$ cat src/hw/rtl/sfs_pkg.sv
// Shared types and constants for the x86 stack frame sequencer.
// Used by sfs_alu, sfs_regfile and x86_stack_frame_sequencer_top; depends on nothing.
package sfs_pkg;

    localparam int XLEN = 32;

    // Request action codes.
    localparam logic [2:0] ACT_WRITE_REG = 3'd0;
    localparam logic [2:0] ACT_READ_REG  = 3'd1;
    localparam logic [2:0] ACT_PUSHAD    = 3'd2;
    localparam logic [2:0] ACT_POPAD     = 3'd3;
    localparam logic [2:0] ACT_ENTER     = 3'd4;
    localparam logic [2:0] ACT_MEM_RSP   = 3'd5;

    // Result kinds.
    localparam logic [1:0] KIND_MEM   = 2'd0;
    localparam logic [1:0] KIND_OK    = 2'd1;
    localparam logic [1:0] KIND_FAULT = 2'd2;
    localparam logic [1:0] KIND_REG   = 2'd3;

    // Register numbers.
    localparam logic [2:0] REG_ESP = 3'd4;
    localparam logic [2:0] REG_EBP = 3'd5;
    localparam logic [2:0] REG_EDI = 3'd7;

    localparam logic [XLEN-1:0] STACK_WORD_BYTES = 32'd4;

    // Write port of the register file.
    typedef struct packed {
        logic            en;
        logic [2:0]      idx;
        logic [XLEN-1:0] data;
    } t_rf_wr;

endpackage

$ cat src/hw/rtl/sfs_alu.sv
// Shared 32-bit add/subtract unit used for every stack pointer and frame update.
// Depends on sfs_pkg.
module sfs_alu
    import sfs_pkg::*;
(
    input  logic [XLEN-1:0] i_a,
    input  logic [XLEN-1:0] i_b,
    input  logic            i_sub,
    output logic [XLEN-1:0] o_y
);

    always_comb begin
        if (i_sub) begin
            o_y = i_a - i_b;
        end else begin
            o_y = i_a + i_b;
        end
    end

endmodule

$ cat src/hw/rtl/sfs_regfile.sv
// Eight general registers with one write port, one indexed read port and
// fixed taps for ESP and EBP. Depends on sfs_pkg.
module sfs_regfile
    import sfs_pkg::*;
(
    input  logic            i_clk,
    input  logic            i_rst_n,
    input  t_rf_wr          i_wr,
    input  logic [2:0]      i_rd_idx,
    output logic [XLEN-1:0] o_rd_data,
    output logic [XLEN-1:0] o_esp,
    output logic [XLEN-1:0] o_ebp
);

    logic [XLEN-1:0] r_regs [8];

    always_ff @(posedge i_clk) begin
        if (!i_rst_n) begin
            for (int i = 0; i < 8; i++) begin
                r_regs[i] <= '0;
            end
        end else if (i_wr.en) begin
            r_regs[i_wr.idx] <= i_wr.data;
        end
    end

    assign o_rd_data = r_regs[i_rd_idx];
    assign o_esp     = r_regs[REG_ESP];
    assign o_ebp     = r_regs[REG_EBP];

endmodule

$ cat src/hw/rtl/x86_stack_frame_sequencer_top.sv
// x86 stack frame sequencer: register access, PUSHAD, POPAD and ENTER as 32-bit stack requests.
// Each accepted request holds o_in_stall high until the sequencer is back in ready, as its
// steps share the single adder and the single register file write port; a result passes
// through the pending result register into the output register. The output register lets the
// next request be accepted while a result waits. Synchronous active-low reset clears the
// register file, the sequencer state and the output valid. Needs sfs_pkg, sfs_alu, sfs_regfile.
module x86_stack_frame_sequencer_top
    import sfs_pkg::*;
(
    input  logic            i_clk,
    input  logic            i_rst_n,
    input  logic            i_in_valid,
    output logic            o_in_stall,
    input  logic [2:0]      i_action,
    input  logic [2:0]      i_reg_index,
    input  logic [31:0]     i_reg_value,
    input  logic [15:0]     i_frame_size,
    input  logic [7:0]      i_nesting_level,
    input  logic [31:0]     i_mem_read_data,
    input  logic            i_mem_fault,
    output logic            o_out_valid,
    input  logic            i_out_stall,
    output logic [1:0]      o_result_kind,
    output logic [31:0]     o_mem_address,
    output logic            o_mem_write,
    output logic [31:0]     o_mem_write_data,
    output logic [31:0]     o_fault_address,
    output logic [31:0]     o_reg_data
);

    typedef enum logic [3:0] {
        S_READY,
        S_EXEC,
        S_PUSH_ISSUE,
        S_PUSH_CHECK,
        S_POP_INC,
        S_ENTER_NEXT,
        S_ENTER_FRAME,
        S_ENTER_SIZE,
        S_EMIT
    } t_state;

    typedef enum logic [1:0] {
        OP_IDLE,
        OP_PUSHAD,
        OP_POPAD,
        OP_ENTER
    } t_op;

    typedef struct packed {
        logic [1:0]      kind;
        logic [XLEN-1:0] addr;
        logic            wr;
        logic [XLEN-1:0] wdata;
        logic [XLEN-1:0] faddr;
        logic [XLEN-1:0] rdata;
    } t_result;

    t_state          r_state, n_state;
    t_op             r_busy, n_busy;
    logic [5:0]      r_step, n_step;
    logic [XLEN-1:0] r_saved_sp, n_saved_sp;
    logic [XLEN-1:0] r_frame, n_frame;
    logic [4:0]      r_level, n_level;
    logic [15:0]     r_size, n_size;
    logic [XLEN-1:0] r_push_data, n_push_data;
    // Latched request fields.
    logic [2:0]      r_action, n_action;
    logic [2:0]      r_idx, n_idx;
    logic [XLEN-1:0] r_word, n_word;
    logic [15:0]     r_in_size, n_in_size;
    logic [4:0]      r_in_level, n_in_level;
    logic            r_fault, n_fault;
    // Pending result and output register.
    t_result         r_res, n_res;
    t_result         r_out, n_out;
    logic            r_out_valid, n_out_valid;

    t_rf_wr          rf_wr;
    logic [2:0]      rf_rd_idx;
    logic [XLEN-1:0] rf_rd_data, rf_esp, rf_ebp;
    logic [XLEN-1:0] alu_a, alu_b, alu_y;
    logic            alu_sub;

    logic [5:0]      next_copy;
    logic [5:0]      final_step;
    logic            is_final;
    logic [2:0]      pop_dst;

    sfs_regfile u_regfile (
        .i_clk     (i_clk),
        .i_rst_n   (i_rst_n),
        .i_wr      (rf_wr),
        .i_rd_idx  (rf_rd_idx),
        .o_rd_data (rf_rd_data),
        .o_esp     (rf_esp),
        .o_ebp     (rf_ebp)
    );

    sfs_alu u_alu (
        .i_a   (alu_a),
        .i_b   (alu_b),
        .i_sub (alu_sub),
        .o_y   (alu_y)
    );

    assign o_in_stall = (r_state != S_READY);
    assign rf_rd_idx  = (r_state == S_PUSH_ISSUE) ? r_step[2:0] : r_idx;

    // The adder works on EBP only when stepping down the frame chain, and adds only for POPAD.
    assign alu_a   = (r_state == S_ENTER_NEXT) ? rf_ebp : rf_esp;
    assign alu_b   = (r_state == S_ENTER_SIZE) ? {16'd0, r_size} : STACK_WORD_BYTES;
    assign alu_sub = (r_state != S_POP_INC);

    // ENTER steps: odd steps are frame-pointer reads, even steps are pushes, and step
    // 2*level-1 is the push of the new frame value.
    assign next_copy  = {1'b0, r_step[5:1]} + 6'd1;
    assign final_step = {r_level - 5'd1, 1'b1};
    assign is_final   = (r_level != 5'd0) && (r_step == final_step);
    assign pop_dst    = REG_EDI - r_step[2:0];

    always_comb begin
        n_state     = r_state;
        n_busy      = r_busy;
        n_step      = r_step;
        n_saved_sp  = r_saved_sp;
        n_frame     = r_frame;
        n_level     = r_level;
        n_size      = r_size;
        n_push_data = r_push_data;
        n_action    = r_action;
        n_idx       = r_idx;
        n_word      = r_word;
        n_in_size   = r_in_size;
        n_in_level  = r_in_level;
        n_fault     = r_fault;
        n_res       = r_res;
        n_out       = r_out;
        n_out_valid = r_out_valid;
        rf_wr       = '0;

        if (r_out_valid && !i_out_stall) begin
            n_out_valid = 1'b0;
        end

        case (r_state)
            S_READY: begin
                if (i_in_valid) begin
                    n_action   = i_action;
                    n_idx      = i_reg_index;
                    n_word     = (i_action == ACT_WRITE_REG) ? i_reg_value : i_mem_read_data;
                    n_in_size  = i_frame_size;
                    n_in_level = i_nesting_level[4:0];
                    n_fault    = i_mem_fault;
                    n_state    = S_EXEC;
                end
            end
            S_EXEC: begin
                n_res = '0;
                if (r_busy == OP_IDLE) begin
                    case (r_action)
                        ACT_WRITE_REG: begin
                            rf_wr   = '{en: 1'b1, idx: r_idx, data: r_word};
                            n_state = S_READY;
                        end
                        ACT_READ_REG: begin
                            n_res.kind  = KIND_REG;
                            n_res.rdata = rf_rd_data;
                            n_state     = S_EMIT;
                        end
                        ACT_PUSHAD: begin
                            n_busy     = OP_PUSHAD;
                            n_step     = 6'd0;
                            n_saved_sp = rf_esp;
                            n_state    = S_PUSH_ISSUE;
                        end
                        ACT_POPAD: begin
                            n_busy     = OP_POPAD;
                            n_step     = 6'd0;
                            n_res.kind = KIND_MEM;
                            n_res.addr = rf_esp;
                            n_state    = S_EMIT;
                        end
                        ACT_ENTER: begin
                            n_busy      = OP_ENTER;
                            n_step      = 6'd0;
                            n_level     = r_in_level;
                            n_size      = r_in_size;
                            n_push_data = rf_ebp;
                            n_state     = S_PUSH_ISSUE;
                        end
                        default: begin
                            n_state = S_READY;
                        end
                    endcase
                end else if (r_action != ACT_MEM_RSP) begin
                    n_state = S_READY;
                end else begin
                    case (r_busy)
                        OP_PUSHAD: begin
                            n_state = S_PUSH_CHECK;
                        end
                        OP_POPAD: begin
                            if (r_fault) begin
                                n_busy      = OP_IDLE;
                                n_step      = 6'd0;
                                n_res.kind  = KIND_FAULT;
                                n_res.faddr = rf_esp;
                                n_state     = S_EMIT;
                            end else begin
                                // The ESP slot is read but not written back.
                                if (pop_dst != REG_ESP) begin
                                    rf_wr = '{en: 1'b1, idx: pop_dst, data: r_word};
                                end
                                n_state = S_POP_INC;
                            end
                        end
                        default: begin
                            if (is_final || !r_step[0]) begin
                                n_state = S_PUSH_CHECK;
                            end else if (r_fault) begin
                                n_busy      = OP_IDLE;
                                n_step      = 6'd0;
                                n_res.kind  = KIND_FAULT;
                                n_res.faddr = rf_ebp;
                                n_state     = S_EMIT;
                            end else begin
                                n_step      = r_step + 6'd1;
                                n_push_data = r_word;
                                n_state     = S_PUSH_ISSUE;
                            end
                        end
                    endcase
                end
            end
            S_PUSH_ISSUE: begin
                n_res       = '0;
                n_res.kind  = KIND_MEM;
                n_res.addr  = alu_y;
                n_res.wr    = 1'b1;
                if (r_busy == OP_PUSHAD) begin
                    // The ESP slot carries the value from the start of the instruction.
                    n_res.wdata = (r_step[2:0] == REG_ESP) ? r_saved_sp : rf_rd_data;
                end else begin
                    n_res.wdata = r_push_data;
                end
                n_state = S_EMIT;
            end
            S_PUSH_CHECK: begin
                n_res = '0;
                if (r_fault) begin
                    n_busy      = OP_IDLE;
                    n_step      = 6'd0;
                    n_res.kind  = KIND_FAULT;
                    n_res.faddr = alu_y;
                    n_state     = S_EMIT;
                end else begin
                    rf_wr = '{en: 1'b1, idx: REG_ESP, data: alu_y};
                    if (r_busy == OP_PUSHAD) begin
                        if (r_step >= 6'd7) begin
                            n_busy     = OP_IDLE;
                            n_step     = 6'd0;
                            n_res.kind = KIND_OK;
                            n_state    = S_EMIT;
                        end else begin
                            n_step  = r_step + 6'd1;
                            n_state = S_PUSH_ISSUE;
                        end
                    end else if (r_step == 6'd0) begin
                        n_frame = alu_y;
                        n_state = S_ENTER_NEXT;
                    end else if (is_final) begin
                        n_state = S_ENTER_FRAME;
                    end else begin
                        n_state = S_ENTER_NEXT;
                    end
                end
            end
            S_POP_INC: begin
                n_res = '0;
                rf_wr = '{en: 1'b1, idx: REG_ESP, data: alu_y};
                if (r_step >= 6'd7) begin
                    n_busy     = OP_IDLE;
                    n_step     = 6'd0;
                    n_res.kind = KIND_OK;
                end else begin
                    n_step     = r_step + 6'd1;
                    n_res.kind = KIND_MEM;
                    n_res.addr = alu_y;
                end
                n_state = S_EMIT;
            end
            S_ENTER_NEXT: begin
                n_res = '0;
                if (next_copy < {1'b0, r_level}) begin
                    rf_wr      = '{en: 1'b1, idx: REG_EBP, data: alu_y};
                    n_step     = r_step + 6'd1;
                    n_res.kind = KIND_MEM;
                    n_res.addr = alu_y;
                    n_state    = S_EMIT;
                end else if (r_level != 5'd0) begin
                    n_step      = final_step;
                    n_push_data = r_frame;
                    n_state     = S_PUSH_ISSUE;
                end else begin
                    n_state = S_ENTER_FRAME;
                end
            end
            S_ENTER_FRAME: begin
                rf_wr   = '{en: 1'b1, idx: REG_EBP, data: r_frame};
                n_state = S_ENTER_SIZE;
            end
            S_ENTER_SIZE: begin
                rf_wr      = '{en: 1'b1, idx: REG_ESP, data: alu_y};
                n_busy     = OP_IDLE;
                n_step     = 6'd0;
                n_res      = '0;
                n_res.kind = KIND_OK;
                n_state    = S_EMIT;
            end
            S_EMIT: begin
                if (!r_out_valid || !i_out_stall) begin
                    n_out       = r_res;
                    n_out_valid = 1'b1;
                    n_state     = S_READY;
                end
            end
            default: begin
                n_state = S_READY;
            end
        endcase
    end

    always_ff @(posedge i_clk) begin
        if (!i_rst_n) begin
            r_state     <= S_READY;
            r_busy      <= OP_IDLE;
            r_step      <= '0;
            r_saved_sp  <= '0;
            r_frame     <= '0;
            r_level     <= '0;
            r_size      <= '0;
            r_out_valid <= 1'b0;
        end else begin
            r_state     <= n_state;
            r_busy      <= n_busy;
            r_step      <= n_step;
            r_saved_sp  <= n_saved_sp;
            r_frame     <= n_frame;
            r_level     <= n_level;
            r_size      <= n_size;
            r_out_valid <= n_out_valid;
        end
        r_push_data <= n_push_data;
        r_action    <= n_action;
        r_idx       <= n_idx;
        r_word      <= n_word;
        r_in_size   <= n_in_size;
        r_in_level  <= n_in_level;
        r_fault     <= n_fault;
        r_res       <= n_res;
        r_out       <= n_out;
    end

    assign o_out_valid      = r_out_valid;
    assign o_result_kind    = r_out.kind;
    assign o_mem_address    = r_out.addr;
    assign o_mem_write      = r_out.wr;
    assign o_mem_write_data = r_out.wdata;
    assign o_fault_address  = r_out.faddr;
    assign o_reg_data       = r_out.rdata;

endmodule
$ cat config.mk
export PLATFORM = sky130hd
export DESIGN_NAME = x86_stack_frame_sequencer_top
export DESIGN_NICKNAME = d
export VERILOG_FILES = /design/src/hw/rtl/sfs_pkg.sv /design/src/hw/rtl/sfs_alu.sv /design/src/hw/rtl/sfs_regfile.sv /design/src/hw/rtl/x86_stack_frame_sequencer_top.sv
export SDC_FILE = /design/constraint.sdc
export NUM_CORES = 1
export LEC_CHECK = 0
export ABC_AREA = 1
export BUFFER_PORTS_ARGS = -buffer_cell sky130_fd_sc_hd__buf_2
export CAP_MARGIN = 10
export CORE_UTILIZATION = 35
export DETAILED_ROUTE_END_ITERATION = 10
export MAX_ROUTING_LAYER = met4
export SLEW_MARGIN = 20
export SYNTH_ARGS = -nofsm -noshare
export SYNTH_HDL_FRONTEND = slang
export SYNTH_SLANG_ARGS = --single-unit
$ cat constraint.sdc
create_clock -name i_clk -period 8.2 [get_ports i_clk]
set_clock_uncertainty 0.2 [all_clocks]
set_input_delay 2.05 -clock i_clk [delete_from_list [all_inputs] [get_ports i_clk]]
set_output_delay 2.05 -clock i_clk [all_outputs]
set_load 0.02 [all_outputs]
==> metrics.yaml, run 1 <==
critical_path:
  crit_required_ns: 8.31
  cp-end-kind: "flip-flop"
  cp.arrival_ns: 5.57
  critPathKind: "flip-flop to flip-flop"
  start_kind: "flip-flop"
  r2r_cells: 19
  crit_fanout: 60
yosys:
  netlist_instances: 3531
  ys_seq_area_share_pct: 60.6
  netlist_area_um2: 33500
  synth_mux_area_share_pct: 1.08
  synth.top_cell.area_share_pct: 54.7
  synth_cell_type_count: 43
  synth_compound_area_share_pct: 10.1
  yosysWarnings: 0
  syn-num-nets: 3681
  synthAdderAreaFrac_pct: 1.93
  yosys-top-cells-count: "709 x nand2_1, 610 x edfxtp_1, 440 x nor2_1, 375 x inv_1, 286 x o21ai_0"
  synth_most_common_cell: "nand2_1"
  synth_top_flop_cell: "edfxtp_1"
  avgSynthCellArea_um2: 9.48
  ys_ff_latch: 708
  yosys.area_share.simple_pct: 19.1
  async_reset_ff_share_pct: 0
  synth_area_leader_cell: "edfxtp_1"
  synth_top_family_by_area: "simple AND/OR/NAND/NOR gates"
  synthXorXnorAreaFrac_pct: 0.471
  synth_area_leaders: "edfxtp_1 55%, nand2_1 7.9%, dfxtp_1 5.9%"
  synth-edff-count: 610
global_route:
  antenna_found_initial: 11
  grt_pass1_vias: 24400
  grt_overflow: 0
  grtUsageTotal_pct: 24.5
  grt_max_degree: 132
  grt_first_pass_wirelength_um: 168000
detailed_routing:
  wirelength_um: 117000
  post_drt_via_cell_ratio: 5.31
  drt_iter0_drc: 3340
  first_pass_iters: 7
  wire_per_inst_um: 23.3
  ant_nets: 0
  route.detailed.drc: 0
  vias: 26700
sta:
  fin_tns_setup_ns: 0
  max_freq_mhz: 183
  finalCritPeriodShare_pct: 66.5
  tightest_slew_ns: 1.15
  rsz0062_at_grt: "false"
  finalWorstSetupSlack_ns: 2.74
  period_needed_ns: 5.46
  hold_viol: 0
  timing.slew.headroom_pct: 23.3
  hold_ws_ns: 0.214
  report.final.slew_viol_count: 0
  setup_viol_count_final: 0
pwr:
  pwr-share-seq_pct: 48.0
  ir_drop_mv: 0.143
  swShare_pct: 27.7
  power_density_nw_per_um2: 232
  intPower_w: 0.00645
  clock_power_share_pct: 38.7
  comb_power_share_pct: 13.3
  leakagePower_nw: 14.9
  power.switching_w: 0.00247
clock_tree:
  cts_sinks: 708
  cts_setup_buffers: 0
  clkLatencyLatePin_ns: 0.66
  h-tree-depth: 3
  cts_buffers: 78
  hold_buffers: 0
  cts_tree: "yes"
  post_cts_resized: 0
  clock_path_buffers: 3
  clk_pin_slew_ns: 0.06
  root_buffer: "clkbuf_16"
floorplan:
  rows: 113
  start_util_pct: 35.3
  fp.dieW_um: 311
  fp.dieArea_um2: 96900
  fp.dieH_um: 311
  fp.coreArea_um2: 94900
  io_pins: 232
run_status:
  status: "finished clean"
placement:
  pre_cts_ws_ns: 2.77
  numPlacedInstances: 4895
  placement.io_buffers: 228
  place.gp.congestion: 1.05
  hpwl_um: 84400
final_layout:
  multiInputGateArea_um2: 11000
  instances_no_fill: 5041
  register_area_um2: 20300
  drive_gt1_share_pct: 13.4
  fillers: 9246
  area_growth_pct: 14.8
  nets: 3860
min_path:
  hold_path_depth: 0
  hold_path.class: "flip-flop to flip-flop"
run:
  cap_violations: 0
-- area by class of cell --
type,count,area share [%]
clock buffers,98,5.43
flip-flops and latches,708,52.7
multi-input cells,2244,28.7
clock inverters,45,1.09
diodes,3,0.0195
well taps,1265,4.12
inverters,393,3.84
repair buffers,285,4.11
-- worst max-delay path, cell delays in order, from the launching register on --
cell and delay (ns):
dfxtp_1 0.45, nand2_2 0.13, inv_2 0.08, nand2_2 0.34
inv_2 0.14, buf_4 0.58, o21ai_0 0.51, ha_1 0.52
nand2_1 0.15, nor2_1 0.15, inv_1 0.09, nor3_1 0.36
nand2_1 0.10, nand2_1 0.14, nand2_1 0.10, nand2_1 0.07
nand2_1 0.04, nand2_1 0.13, inv_1 0.07, o21ai_0 0.75
-- flip-flops by register name, indices dropped and copies added (netlist names), 32 cells and up --
name              flops
u_regfile.r_regs    256
r_res               131
o_fault_address      32
o_mem_address        32
o_mem_write_data     32
o_reg_data           32
r_frame              32
r_push_data          32
r_saved_sp           32
r_word               32
-- placed cells by master (no fill, tap or decap), drive strengths merged --
master,Yosys,final
fa,1,1
nand2,721,721
dfxtp,98,98
clkinv,3,33
a31oi,7,7
a21o,1,1
ha,50,50
nor2,449,449
nor3,14,14
diode,0,3
inv,390,398
o21ai,305,305
nand4,18,18
nand3,276,276
and3,13,13
nor4b,1,1
xor2,17,17
a21boi,1,1
edfxtp,610,610
o22ai,55,55
a21oi,181,181
bufinv,0,5
mux2,32,32
clkinvlp,0,2
o211ai,55,55
clkbuf,98,98
nand3b,2,2
xnor2,1,1
nor4,32,32
or2,2,2
a211oi,1,1
buf,88,285
o21a,2,2
o21bai,5,5
and2,2,2
-- worst paths after layout --
check             startpoint        endpoint  slack [ns]
hold reg to reg    r_res[28]  o_reg_data[28]        0.21
setup / recovery  r_state[0]       r_res[49]        2.74
hold / removal     r_res[28]  o_reg_data[28]        0.21
setup reg to reg  r_state[0]       r_res[49]        2.74
-- through the flow --
step	instance area [um2]	total power (W)	util [%]
global placement	35900	0.00550	37.9
finish	38500	0.00891	40.5
detailed placement	35900	0.00551	37.9
CTS	38500	0.00895	40.5
global route	38500	0.00921	40.5
floorplan	33500	0.00504	-
-- per-layer routing --
metal / vias to the layer above / track usage, % / part of all wire [%]
met5: - / - / 0
met4: 0 / 10.4 / 4.3
met3: 224 / 3.67 / 8.7
met2: 1397 / 36.5 / 45
met1: 12800 / 33.2 / 42
li1: 12400 / - / -
-- power groups by stage --
| stage | clock network, W | registers (W) | logic (W) |
|---|---|---|---|
| 3_5_place_dp | 0 | 0.00435 | 0.00116 |
| 5_1_grt | 0.00364 | 0.00430 | 0.00127 |
| 6_report | 0.00345 | 0.00428 | 0.00118 |
| 2_1_floorplan | 0 | 0.00436 | 0.000686 |
| 3_3_place_gp | 0 | 0.00435 | 0.00116 |
| 4_1_cts | 0.00351 | 0.00428 | 0.00117 |
-- cells by family after synthesis --
| group | count (synthesis) |
|---|---|
| DFF | 708 |
| and+or+nand+nor | 1530 |
| xor gates and xnor gates | 18 |
| buffers and inverters | 579 |
| AOI/OAI and AO/OA | 613 |
| adders and majority gates | 51 |
| muxes | 32 |
(Power assumes the default switching activity.)
==> inputs of run 2 (changes only) <==
- clock period: 8.2 -> 4.8 ns (I/O delays scaled with it)
==> run 2 against run 1 <==
Clock-buffer cell count grew 5. First-iteration DRC count shrank 9.1%. Maximum frequency grew 22%. Wire length grew 3.1%. Critical path depth grew 1. Sequential power grew 71%.
==> metrics.yaml, run 2 (same netlist as run 1, synthesis figures left out) <==
placement:
  place.gp.congestion: 1.02  # was 1.05
  hpwl_um: 87900  # was 84400 um
  placement.io_buffers: 228  # unchanged
  dpl_cell_area_um2: 37600  # was 35900 um2
sta:
  setup_viol_count_final: 0  # unchanged
  period_needed_ns: 4.47  # was 5.46 ns
  tightest_slew_ns: 1.20  # was 1.15 ns
  timing.slew.headroom_pct: 19.8  # was 23.3%
  finalCritPeriodShare_pct: 93.0  # was 66.5%
  max_freq_mhz: 224  # was 183 MHz
  report.final.slew_viol_count: 0  # unchanged
  fin_tns_setup_ns: 0  # unchanged
  hold_viol: 0  # unchanged
  rsz0062_at_grt: "false"  # unchanged
clock_tree:
  cts_sinks: 708  # unchanged
  cts_buffers: 77  # was 78
  clock_path_buffers: 3  # unchanged
  cts_setup_buffers: 0  # unchanged
  post_cts_resized: 0  # unchanged
  cts_tree: "yes"  # unchanged
  h-tree-depth: 3  # unchanged
  clk_pin_slew_ns: 0.06  # about the same
  hold_buffers: 0  # unchanged
  root_buffer: "clkbuf_16"  # unchanged
  clkLatencyLatePin_ns: 0.66  # about the same
critical_path:
  cp_slowest_cell: "o21ai_0"  # unchanged
  crit_required_ns: 5.11  # was 8.31 ns
  start_kind: "flip-flop"  # unchanged
  path_cells: "nand2_2, inv_2, nand2_2, buf_12, o21ai_0, inv_1, fa_1, inv_1, nand2_1, nand3_1, nand2_1, nand2_1, nand2_1, nand2_1, nand2_1, nand2_1, buf_4, inv_1, o21ai_0, buf_4"  # was nand2_2, inv_2, nand2_2, inv_2, buf_4, o21ai_0, ha_1, nand2_1, nor2_1, inv_1, nor3_1, nand2_1, nand2_1, nand2_1, nand2_1, nand2_1, nand2_1, inv_1, o21ai_0
  max_stage_delay_ns: 0.74  # was 0.75 ns
  crit_top_cell: "nand2_1"  # unchanged
  cp.arrival_ns: 4.78  # was 5.57 ns
  critPathKind: "flip-flop to flip-flop"  # unchanged
  crit_fanout: 55  # was 60
  cp-end-kind: "flip-flop"  # unchanged
floorplan:
  io_pins: 232  # unchanged
  start_util_pct: 35.3  # unchanged
  rows: 113  # unchanged
  fp.dieH_um: 311  # unchanged
  fp.dieArea_um2: 96900  # unchanged
  fp.dieW_um: 311  # unchanged
  fp.coreArea_um2: 94900  # unchanged
final_layout:
  area_growth_pct: 20.3  # was 14.8%
  drive_gt1_share_pct: 17.9  # was 13.4%
  final_cell_mix: "705 x nand2_1, 610 x edfxtp_1, 438 x nor2_1"  # unchanged
  final_common_cell: "nand2_1"  # unchanged
  multiInputGateArea_um2: 11000  # about the same
  final_area_um2: 40300  # was 38500 um2
  regMostFlops: "u_regfile.r_regs"  # unchanged
  largest_reg_flops: 256  # unchanged
  register_area_um2: 20300  # unchanged
  nets: 4051  # was 3860
  fillers: 9253  # was 9246
  top_regs: "u_regfile.r_regs x256, r_res x131"  # unchanged
detailed_routing:
  drt_iter0_drc: 3035  # was 3340
  wirelength_um: 121000  # was 117000 um
  ant_nets: 0  # unchanged
  vias: 27300  # was 26700
  post_drt_via_cell_ratio: 5.22  # was 5.31
  first_pass_iters: 8  # was 7
  wire_per_inst_um: 23.1  # was 23.3 um
  route.detailed.drc: 0  # unchanged
run_status:
  status: "finished clean"  # unchanged
min_path:
  hold_path.class: "flip-flop to flip-flop"  # unchanged
global_route:
  grtUsageTotal_pct: 25.2  # was 24.5%
  antenna_found_initial: 5  # was 11
  grt_max_degree: 104  # was 132
  grt_use_met2_pct: 38.3  # was 36.5%
  grtUsageMet1_pct: 33.6  # was 33.2%
  grt_overflow: 0  # unchanged
  use_met3_pct: 4.77  # was 3.67%
  grt_pass1_vias: 25200  # was 24400
  grt_first_pass_wirelength_um: 173000  # was 168000 um
  top_usage_layer: "met2"  # unchanged
pwr:
  ir_drop_mv: 0.231  # was 0.143 mV
  power_density_nw_per_um2: 386  # was 232 nW/um2
  leakagePower_nw: 15.9  # was 14.9 nW
run:
  cap_violations: 0  # unchanged
## run 2: cell count changes in the layout (fill, tap and decap cells not counted), moves of 2 or more
cell,before,now
buf_12,1,21
buf_4,56,228
bufinv_16,5,7
clkbuf_1,15,17
clkbuf_8,4,6
clkinv_1,18,9
clkinv_4,0,2
clkinvlp_4,2,6
inv_6,7,4
## run 2: worst paths after layout
| kind | from | endpoint | slack [ns] | depth (start not counted) |
|---|---|---|---|---|
| max | r_state[0] | r_res[50] | 0.33 | 20 |
| max reg2reg | r_state[0] | r_res[50] | 0.33 | 20 |
| min reg2reg | r_res[104] | o_mem_address[7] | 0.22 | 0 |
| min | r_res[104] | o_mem_address[7] | 0.22 | 0 |
## run 2: worst max-delay path, delay by kind of cell (launching register included)
kind | cells | cell delay [ns]
compound gates | 2 | 1.14
fa+ha+maj | 1 | 0.45
buf+inv | 7 | 0.92
flops | 1 | 0.44
simple gates | 10 | 1.11
## run 2: stage by stage
stage	util, %	hold slack (ns)	power [W]	worst slack, ns	std cells
finish	42.5	0.216	0.0156	0.334	5234
global route	42.5	0.222	0.0161	0.00978	5233
detailed placement	39.7	0.205	0.00957	0.340	5087
CTS	42.4	0.216	0.0156	0.336	5231
floorplan	-	0.200	0.00861	0.376	3531
global placement	39.7	0.200	0.00955	0.352	5087
## run 2: layout make-up
cell class	count	area share, %
tap	1265	3.93
sequential	708	50.3
antenna	3	0.0186
clock inverter	41	1.19
inverter	393	3.66
multi-input combinational	2244	27.4
clock buffer	103	5.33
timing repair buffer	477	8.13
## run 2: layer usage
layer,wire length (um),up-vias,share of wire (%)
li1,-,12700,-
met1,51300,13000,42
met2,54300,1361,45
met3,10800,203,8.9
met4,4610,0,3.8
met5,0,-,0
## run 2: where the power goes
part           switching [W]  internal [W]
Combinational        0.00159      0.000574
Clock                0.00252       0.00357
Sequential          0.000162       0.00715
Total                0.00427        0.0113
